===== src/rtl/btda_pkg.sv =====
`timescale 1ns / 1ps

package btda_pkg;

  localparam int VALUE_W        = 31;
  localparam int BYTE_W         = 8;
  localparam int DIGIT_W        = 4;
  localparam int NUM_DIGITS_DEF = 12;

  // Reciprocal of ten: q = (x * RECIP) >> RECIP_SHIFT is exact for x < 2**32.
  localparam int                RECIP_W     = 32;
  localparam logic [RECIP_W-1:0] RECIP      = 32'hCCCC_CCCD;
  localparam int                RECIP_SHIFT = 35;
  localparam int                QUO_W       = VALUE_W + RECIP_W - RECIP_SHIFT;

  localparam logic [BYTE_W-1:0] BYTE_ZERO = 8'd48;
  localparam logic [BYTE_W-1:0] BYTE_CR   = 8'd13;
  localparam logic [BYTE_W-1:0] BYTE_LF   = 8'd10;

  localparam logic [1:0] SEL_DIGIT = 2'd0;
  localparam logic [1:0] SEL_CR    = 2'd1;
  localparam logic [1:0] SEL_LF    = 2'd2;

  typedef struct packed {
    logic       load;
    logic       div;
    logic       emit;
    logic [1:0] sel;
  } btda_cmd_t;

  typedef struct packed {
    logic out_free;
  } btda_status_t;

endpackage


===== src/rtl/btda_ctrl.sv =====
`timescale 1ns / 1ps

module btda_ctrl #(
  parameter int NUM_DIGITS = btda_pkg::NUM_DIGITS_DEF
) (
  input  logic                  clk,
  input  logic                  rst_n,
  input  logic                  in_valid,
  output logic                  in_stall,
  input  btda_pkg::btda_status_t status,
  output btda_pkg::btda_cmd_t    cmd
);
  import btda_pkg::*;

  localparam int CNT_W = $clog2(NUM_DIGITS + 2);
  localparam logic [CNT_W-1:0] DIV_LAST = CNT_W'(NUM_DIGITS - 1);
  localparam logic [CNT_W-1:0] CR_POS   = CNT_W'(NUM_DIGITS);
  localparam logic [CNT_W-1:0] LF_POS   = CNT_W'(NUM_DIGITS + 1);

  localparam logic [1:0] ST_IDLE = 2'd0;
  localparam logic [1:0] ST_DIV  = 2'd1;
  localparam logic [1:0] ST_EMIT = 2'd2;

  logic [1:0]       state_r, state_nxt;
  logic [CNT_W-1:0] cnt_r, cnt_nxt;

  assign in_stall = (state_r != ST_IDLE);

  always_comb begin
    state_nxt = state_r;
    cnt_nxt   = cnt_r;
    cmd       = '0;
    cmd.sel   = SEL_DIGIT;
    unique case (state_r)
      ST_IDLE: begin
        if (in_valid) begin
          cmd.load  = 1'b1;
          cnt_nxt   = '0;
          state_nxt = ST_DIV;
        end
      end
      ST_DIV: begin
        cmd.div = 1'b1;
        if (cnt_r == DIV_LAST) begin
          cnt_nxt   = '0;
          state_nxt = ST_EMIT;
        end else begin
          cnt_nxt = cnt_r + 1'b1;
        end
      end
      ST_EMIT: begin
        if (cnt_r == LF_POS)      cmd.sel = SEL_LF;
        else if (cnt_r == CR_POS) cmd.sel = SEL_CR;
        // advance only when the output register can take a beat
        if (status.out_free) begin
          cmd.emit = 1'b1;
          if (cnt_r == LF_POS) begin
            cnt_nxt   = '0;
            state_nxt = ST_IDLE;
          end else begin
            cnt_nxt = cnt_r + 1'b1;
          end
        end
      end
      default: begin
        state_nxt = ST_IDLE;
        cnt_nxt   = '0;
      end
    endcase
  end

  always_ff @(posedge clk) begin
    if (!rst_n) begin
      state_r <= ST_IDLE;
      cnt_r   <= '0;
    end else begin
      state_r <= state_nxt;
      cnt_r   <= cnt_nxt;
    end
  end

endmodule


===== config.mk =====
export PLATFORM = sky130hd
export DESIGN_NAME = btda_ctrl
export DESIGN_NICKNAME = d
export VERILOG_FILES = /design/src/rtl/btda_pkg.sv /design/src/rtl/btda_ctrl.sv
export SDC_FILE = /design/constraint.sdc
export NUM_CORES = 1
export LEC_CHECK = 0
export ABC_AREA = 1
export BUFFER_PORTS_ARGS = -buffer_cell sky130_fd_sc_hd__clkbuf_2
export CELL_PAD_IN_SITES_DETAIL_PLACEMENT = 2
export CELL_PAD_IN_SITES_GLOBAL_PLACEMENT = 2
export CORE_MARGIN = 2
export CORE_UTILIZATION = 27
export CTS_CLUSTER_SIZE = 24
export DETAILED_ROUTE_END_ITERATION = 6
export GPL_TIMING_DRIVEN = 0
export PLACE_DENSITY_LB_ADDON = 0.12
export SLEW_MARGIN = 40
export SYNTH_ARGS = -nofsm -noshare
export SYNTH_HDL_FRONTEND = slang
export SYNTH_SLANG_ARGS = --single-unit

===== constraint.sdc =====
create_clock -name clk -period 1.5 [get_ports clk]
set_input_delay 0.225 -clock clk [delete_from_list [all_inputs] [get_ports clk]]
set_output_delay 0.225 -clock clk [all_outputs]
set_load 0.005 [all_outputs]

==> flow_metrics.py, run 1 <==
metrics = {
    "status": {
        "status": "completed",
    },
    "worst_setup_path": {
        "r2r_cells": 9,
        "slowest_delay_ns": 0.33,
        "worst_ep_required_time_ns": 1.27,
        "critical_path_peak_fanout": 4,
        "crit_path_cell_trace": "bufinv_8 -> ha_1 -> nand2_1 -> inv_1 -> clkbuf_2",
        "critical_path_class": "register to output port",
        "r2r-start": "state_r[0]$_SDFFE_PN0P_",
        "timing.critical_path.to_type": "output port",
        "worstReg2RegEnd": "state_r[0]$_SDFFE_PN0P_",
        "critPathArrivalTime_ns": 1.20,
        "critical-path-slowest-cell": "dfxtp_1",
        "worst_setup_path_start_kind": "register",
        "rrSetupSlack_ns": 0.11,
    },
    "timing": {
        "timing.fmax_ghz": 0.704,
        "period_minus_slack_ns": 1.42,
        "clock_skew_ns": 0.00130,
        "rel_slew_slack_pct": 82.1,
        "setup_viol": 0,
        "final.setup.worst_slack_ns": 0.0793,
        "timing_worst_slew_pin_value_ns": 0.268,
        "rsz_0062_raised_after_global_routing": "true",
        "slew_viol_final": 0,
        "timing.final.hold_violations": 0,
        "final_min_period_over_clock_period_pct": 94.7,
    },
    "place": {
        "placement.setup.worst_slack_ns": 0.0222,
        "gp_congestion": 0.698,
        "placed_cells_incl_taps": 106,
        "numPortBuffers": 9,
        "detailed_place_hpwl_microns": 952,
    },
    "clock_tree": {
        "tritoncts": "done",
        "cts.clk_slew.worst_paths_ns": 0.05,
        "htree_num_levels": 1,
        "clock_latency_ns": 0.25,
        "cts-root-buf": "clkbuf_4",
        "clock_tree.buffer_depth": 2,
        "clock_sink_count": 6,
        "ctsHoldBuffers": 0,
        "cts_inserted_buffers": 3,
    },
    "detailed_routing": {
        "drt_drc_violations_left": 0,
        "drt_iter0_markers": 1,
        "route.detailed.wl_per_inst_microns": 11.6,
        "vias_per_cell": 4.56,
        "dr_total_vias": 506,
        "drt_wl_total_microns": 1290,
        "ant_nets": 0,
        "detailedRoute.firstPassIterationCount": 2,
    },
    "die": {
        "rows": 15,
        "fp.dieH_microns": 46.7,
        "floorplan.io_pins": 10,
        "core-area_sq_um": 1730,
        "die_x_microns": 46.7,
        "design.die.area_sq_um": 2180,
        "initial_utilization_pct": 28.6,
    },
    "yosys": {
        "netlist_area_sq_um": 493,
        "post_synth.cell_area_avg_sq_um": 6.85,
        "flip_flop_and_latch_count_after_synthesis": 6,
        "synth.yosys.seq_area_share_pct": 24.4,
        "yosys.cell_types.count": 15,
        "synthesis.instances": 72,
        "postSynthNetCount": 83,
        "synthesis_warnings": 0,
    },
    "final_layout": {
        "layout.cells.most_common_list": "nand2_1 (15), inv_1 (13), clkbuf_2 (9)",
        "areaGrowthSynthToFinish_pct": 30.7,
        "drive_gt1_share_pct": 34.9,
        "antennaDiodeCount": 0,
        "finalNetCount": 99,
        "post_layout_nonfiller_instances": 111,
        "final_common_cell": "nand2_1",
    },
    "power": {
        "totalPowerFinal_mw": 1.09,
        "worst_ir_drop_vdd_mv": 0.549,
        "p_leak_nw": 0.323,
        "power.density_cell_area_nw_per_um2": 1690,
    },
    "worst_hold_path": {
        "worstHoldEndpoint": "cnt_r[2]$_SDFFE_PN0P_",
        "origin_of_the_worst_min_delay_path": "rst_n",
        "hold_path.class": "input pin to register",
        "holdPathStages": 3,
    },
    "global_routing": {
        "wire_length_of_the_first_global_routing_pass_microns": 2040,
        "via_count_of_the_first_global_routing_pass": 475,
        "grt_antenna_before_repair": 0,
        "track_usage_pct": 13.6,
        "gr-total-overflow": 0,
        "maximum_number_of_pins_on_one_net_before_global_route_repair": 7,
    },
    "flow_run": {
        "max-cap-violations": 0,
    },
}
[state kept, by name, indices dropped and copies added (netlist names)]
signal / count
cnt_r: 4
state_r: 2
[cells by family (layout without fill, tap and decap cells)]
logic type,count (synthesis),after routing,synth area share (%)
fa+ha+maj,7,7,17.8
flops,6,6,24.4
compound gates,7,7,7.11
simple gates,34,34,33.5
buf+inv,18,32,17.3
[per-stage QoR]
step                        TNS, ns  cell area [sq um]  hold WS (ns)  util [%]
final                             0                644         0.257      37.3
after detailed placement          0                569         0.517      33.0
after floorplan                   0                493         0.346         -
after global routing      -0.000982                644         0.284      37.3
after global placement            0                569         0.511      33.0
after CTS                         0                613         0.259      35.5
[synthesized netlist by cell type, drive strengths merged]
master	instances	area share, %
inv	16	12
nand3b	1	1.5
nand3	7	9.1
a21oi	6	6.1
ha	7	18
nand2	19	16
o21ai	1	1.0
dfxtp	6	24
nor2	5	3.8
nand4	2	2.5
buf	1	1.5
bufinv	1	3.6
[cell type report]
type / count / area (sq um)
Fill cell: 230 / 1080
Multi-Input combinational cell: 48 / 320
Sequential cell: 6 / 125
Inverter: 17 / 77.6
Timing Repair Buffer: 11 / 60.1
Tap cell: 25 / 31.3
Clock buffer: 3 / 22.5
Buffer: 1 / 7.51
[worst max-delay path by stage]
stage | cells after the start | endpoint | from | slack [ns]
6_report | 5 | cmd[4] | state_r[0]$_SDFFE_PN0P_ | 0.08
5_1_grt | 4 | cmd[3] | state_r[1]$_SDFFE_PN0P_ | -0.001
4_1_cts | 6 | cmd[0] | cnt_r[1]$_SDFFE_PN0P_ | 0.01
3_5_place_dp | 7 | cnt_r[3]$_SDFFE_PN0P_ | state_r[0]$_SDFFE_PN0P_ | 0.02
3_3_place_gp | 7 | cnt_r[3]$_SDFFE_PN0P_ | state_r[0]$_SDFFE_PN0P_ | 0.05
2_1_floorplan | 7 | cnt_r[1]$_SDFFE_PN0P_ | state_r[0]$_SDFFE_PN0P_ | 0.22
[report_power, final]
part	switching [mW]	total (mW)	internal (mW)
combinational	0.402	0.701	0.299
clock	0.0651	0.156	0.0910
sequential	0.0326	0.230	0.197
[what timing repair did]
action | in CTS | in global routing
pin swaps | 0 | 1
endpoints found under the hold margin | 0 | 0
gates cloned | 0 | 0
buffers inserted | 0 | 2
gates resized for setup | 5 | 5
setup endpoints to repair | 2 | 5
[critical path: cells and delay by family, from the launching register on]
| family | cells | cell delay (ns) |
|---|---|---|
| buffers and inverters | 3 | 0.32 |
| flip-flops | 1 | 0.33 |
| adder cells (fa/ha/maj) | 1 | 0.22 |
| AND/OR/NAND/NOR | 1 | 0.06 |
[routing by layer]
metal,routed length (microns),global-route usage [%],vias up
li1,-,-,252
met3,46,2.31,4
met2,625,21.7,10
met1,586,17.1,240
met5,0,0,-
met4,32,8.33,0
(Power assumes the default switching activity.)
==> run 2: changes to the inputs <==
- ABC_AREA: 1 -> default
- CORE_UTILIZATION: 27 -> 29
- CTS_CLUSTER_DIAMETER: default -> 50
==> run 2 against run 1 <==
Effect of this change:
- global-route usage up 0.64 points
- highest routed layer is now met3
- critical endpoint is now state_r[0]$_SDFFE_PN0P_
- synthesized cell count down 17%
- sequential share of layout area down 0.84 points
- power down 42%
- largest power group unchanged
- sequential power down 18%
- synthesized area down 2.5%
- flip-flop and latch count unchanged
==> flow_metrics.py, run 2 <==
metrics = {
    "timing": {
        "rsz_0062_raised_after_global_routing": "true",
        "timing.final.hold_violations": 0,
        "period_minus_slack_ns": 1.50,
        "slew_viol_final": 0,
        "timing_worst_slew_pin_value_ns": 0.318,
        "clock_skew_ns": 0.00160,
        "setup_viol": 0,
        "final_min_period_over_clock_period_pct": 99.8,
        "rel_slew_slack_pct": 78.8,
        "timing.fmax_ghz": 0.668,
        "final.setup.worst_slack_ns": 0.00342,
    },
    "clock_tree": {
        "cts-root-buf": "clkbuf_4",
        "htree_num_levels": 1,
        "clock_sink_count": 6,
        "tritoncts": "done",
        "ctsHoldBuffers": 0,
        "clock_latency_ns": 0.24,
        "clock_tree.buffer_depth": 2,
        "cts.clk_slew.worst_paths_ns": 0.05,
        "cts_inserted_buffers": 3,
    },
    "die": {
        "core-area_sq_um": 1520,
        "die_x_microns": 44.7,
        "design.die.area_sq_um": 2000,
        "initial_utilization_pct": 31.5,
        "fp.dieH_microns": 44.7,
        "floorplan.io_pins": 10,
        "rows": 14,
    },
    "global_routing": {
        "gr-total-overflow": 0,
        "grt_antenna_before_repair": 0,
        "maximum_number_of_pins_on_one_net_before_global_route_repair": 8,
        "via_count_of_the_first_global_routing_pass": 479,
        "wire_length_of_the_first_global_routing_pass_microns": 2060,
        "track_usage_pct": 14.2,
    },
    "yosys": {
        "synthesis_warnings": 0,
        "synthesis.instances": 60,
        "yosys.cell_types.count": 24,
        "synth_enable_flop_cells": 0,
        "synth_flop_cell": "dfxtp_1",
        "ys_async_sr_fraction_pct": 0,
        "synth.yosys.seq_area_share_pct": 25.0,
        "flip_flop_and_latch_count_after_synthesis": 6,
        "synth.top_cells.by_area": "dfxtp_1 (25%), ha_1 (18%), nand3_1 (7.3%)",
        "postSynthNetCount": 71,
        "netlist_area_sq_um": 480,
        "post_synth.cell_area_avg_sq_um": 8.01,
        "synth_top_cells_by_count": "ha_1 (7), inv_1 (7), nand3_1 (7)",
        "netlist.top_cell.by_area": "dfxtp_1",
        "netlist.area_leader.share_pct": 25.0,
    },
    "place": {
        "gp_congestion": 0.693,
        "numPortBuffers": 9,
        "detailed_place_hpwl_microns": 965,
        "placement.setup.worst_slack_ns": -0.124,
    },
    "detailed_routing": {
        "drt_iter0_markers": 4,
        "ant_nets": 0,
        "detailedRoute.firstPassIterationCount": 4,
        "drt_drc_violations_left": 0,
        "drt_wl_total_microns": 1430,
        "dr_total_vias": 475,
        "vias_per_cell": 5.11,
        "route.detailed.wl_per_inst_microns": 15.3,
    },
    "final_layout": {
        "antennaDiodeCount": 0,
        "largest_register_ffs": 4,
        "finalNetCount": 90,
        "drive_gt1_share_pct": 46.8,
        "largest_registers": "cnt_r x4, state_r x2",
        "layout.cells.most_common_list": "clkbuf_2 (9), nand3_1 (7), buf_4 (7)",
        "areaGrowthSynthToFinish_pct": 43.0,
        "num-fill-cells": 182,
        "register_with_the_most_flip_flops": "cnt_r",
        "final_common_cell": "clkbuf_2",
    },
    "worst_setup_path": {
        "critical_path_peak_fanout": 4,
        "cpLargestDelayFamily": "simple AND/OR/NAND/NOR gates",
        "worst_setup_path_start_kind": "register",
        "rrSetupSlack_ns": 0.003,
        "r2r-start": "state_r[1]$_SDFFE_PN0P_",
        "critical_path_class": "register to register",
        "crit_path_cell_trace": "inv_4 -> ha_4 -> and2b_4 -> or2_4 -> a211oi_4 -> mux2i_1",
        "timing.critical_path.to_type": "register",
        "worst_ep_required_time_ns": 1.66,
        "critical-path-slowest-cell": "dfxtp_4",
        "worstPathBufferInverterCount": 1,
        "slowest_delay_ns": 0.37,
        "worstReg2RegEnd": "state_r[0]$_SDFFE_PN0P_",
        "worstSetupStartpoint": "state_r[1]$_SDFFE_PN0P_",
        "r2r_cells": 6,
        "cp_num_cells": 6,
        "critPathArrivalTime_ns": 1.66,
        "worst_setup_path_endpoint": "state_r[0]$_SDFFE_PN0P_",
    },
    "power": {
        "worst_ir_drop_vdd_mv": 0.447,
        "power.density_cell_area_nw_per_um2": 925,
        "p_leak_nw": 0.283,
        "totalPowerFinal_uw": 636,
    },
    "worst_hold_path": {
        "hold_path.class": "input pin to register",
    },
    "flow_run": {
        "max-cap-violations": 0,
    },
    "status": {
        "status": "completed",
    },
}
==> run 2: changes by cell type in the layout (fill, tap and decap cells not counted), sizes merged, moves of 2 or more <==
cell / change
a21oi: -3
a31oi: +2
and2: +4
buf: +4
inv: -9
nand2: -13
nand4: -2
nor2: -2
==> run 2: cell families (layout without fill, tap and decap cells) <==
kind of cell             Yosys count  in the layout  share of synthesized area, %
multiplexers                       1              1                          2.08
flip-flops                         6              6                          25.0
buffers and inverters              9             26                          9.38
AO/OA/AOI/OAI                      9              9                          12.8
adder cells (fa/ha/maj)            7              7                          18.2
AND/OR/NAND/NOR                   28             28                          32.6
==> run 2: tightest hold or removal path: cells and delay by family <==
family,cells,cell delay [ns]
muxes,1,0.06
and+or+nand+nor,1,0.06
buffers and inverters,1,0.10
==> run 2: layout make-up <==
class / count / area (sq um) / share of cell area (%)
Multi-Input combinational cell: 45 / 388 / 56.5
Sequential cell: 6 / 128 / 18.6
Timing Repair Buffer: 15 / 90.1 / 13.1
Inverter: 7 / 31.3 / 4.55
Clock buffer: 3 / 22.5 / 3.28
Tap cell: 16 / 20.0 / 2.91
Buffer: 1 / 7.51 / 1.09
==> run 2: where the power goes <==
| part | internal [mW] | switching (mW) |
|---|---|---|
| Combinational | 0.159 | 0.139 |
| Sequential | 0.174 | 0.0145 |
| Clock | 0.0906 | 0.0587 |
| Total | 0.423 | 0.212 |
==> run 2: how the worst min path moves through the flow <==
| stage | cells past startpoint | from | slack (ns) | to |
|---|---|---|---|---|
| floorplan | 2 | rst_n | 0.36 | state_r[0]$_SDFFE_PN0P_ |
| global placement | 2 | state_r[0]$_SDFFE_PN0P_ | 0.47 | state_r[0]$_SDFFE_PN0P_ |
| detailed placement | 2 | state_r[0]$_SDFFE_PN0P_ | 0.49 | state_r[0]$_SDFFE_PN0P_ |
| CTS | 3 | rst_n | 0.25 | state_r[0]$_SDFFE_PN0P_ |
| global route | 3 | rst_n | 0.28 | state_r[0]$_SDFFE_PN0P_ |
| finish | 3 | rst_n | 0.25 | state_r[0]$_SDFFE_PN0P_ |
==> run 2: layer usage <==
layer	vias to the layer above	global-route usage, %	wire, microns
li1	240	-	-
met1	225	17.9	682
met2	10	24.9	701
met3	0	2.40	43
met4	0	3.64	0
met5	-	0	0
==> run 2: through the flow <==
| step | instances | cell area [sq um] | TNS (ns) | hold slack (ns) | utilization (%) |
|---|---|---|---|---|---|
| floorplan | 60 | 508 | -0.00143 | 0.363 | - |
| global placement | 85 | 573 | -0.128 | 0.475 | 37.6 |
| detailed placement | 85 | 573 | -0.124 | 0.488 | 37.6 |
| CTS | 88 | 599 | 0 | 0.253 | 39.3 |
| global route | 93 | 687 | -0.287 | 0.280 | 45.1 |
| finish | 93 | 687 | 0 | 0.251 | 45.1 |
==> run 2: timing repair <==
item                                    4_1_cts  5_1_grt
endpoints found under the setup margin        2        7
pin swaps                                     2        3
gates resized for setup                       3       11
cloned                                        0        0
endpoints found under the hold margin         0        0
buffers inserted                              1        5
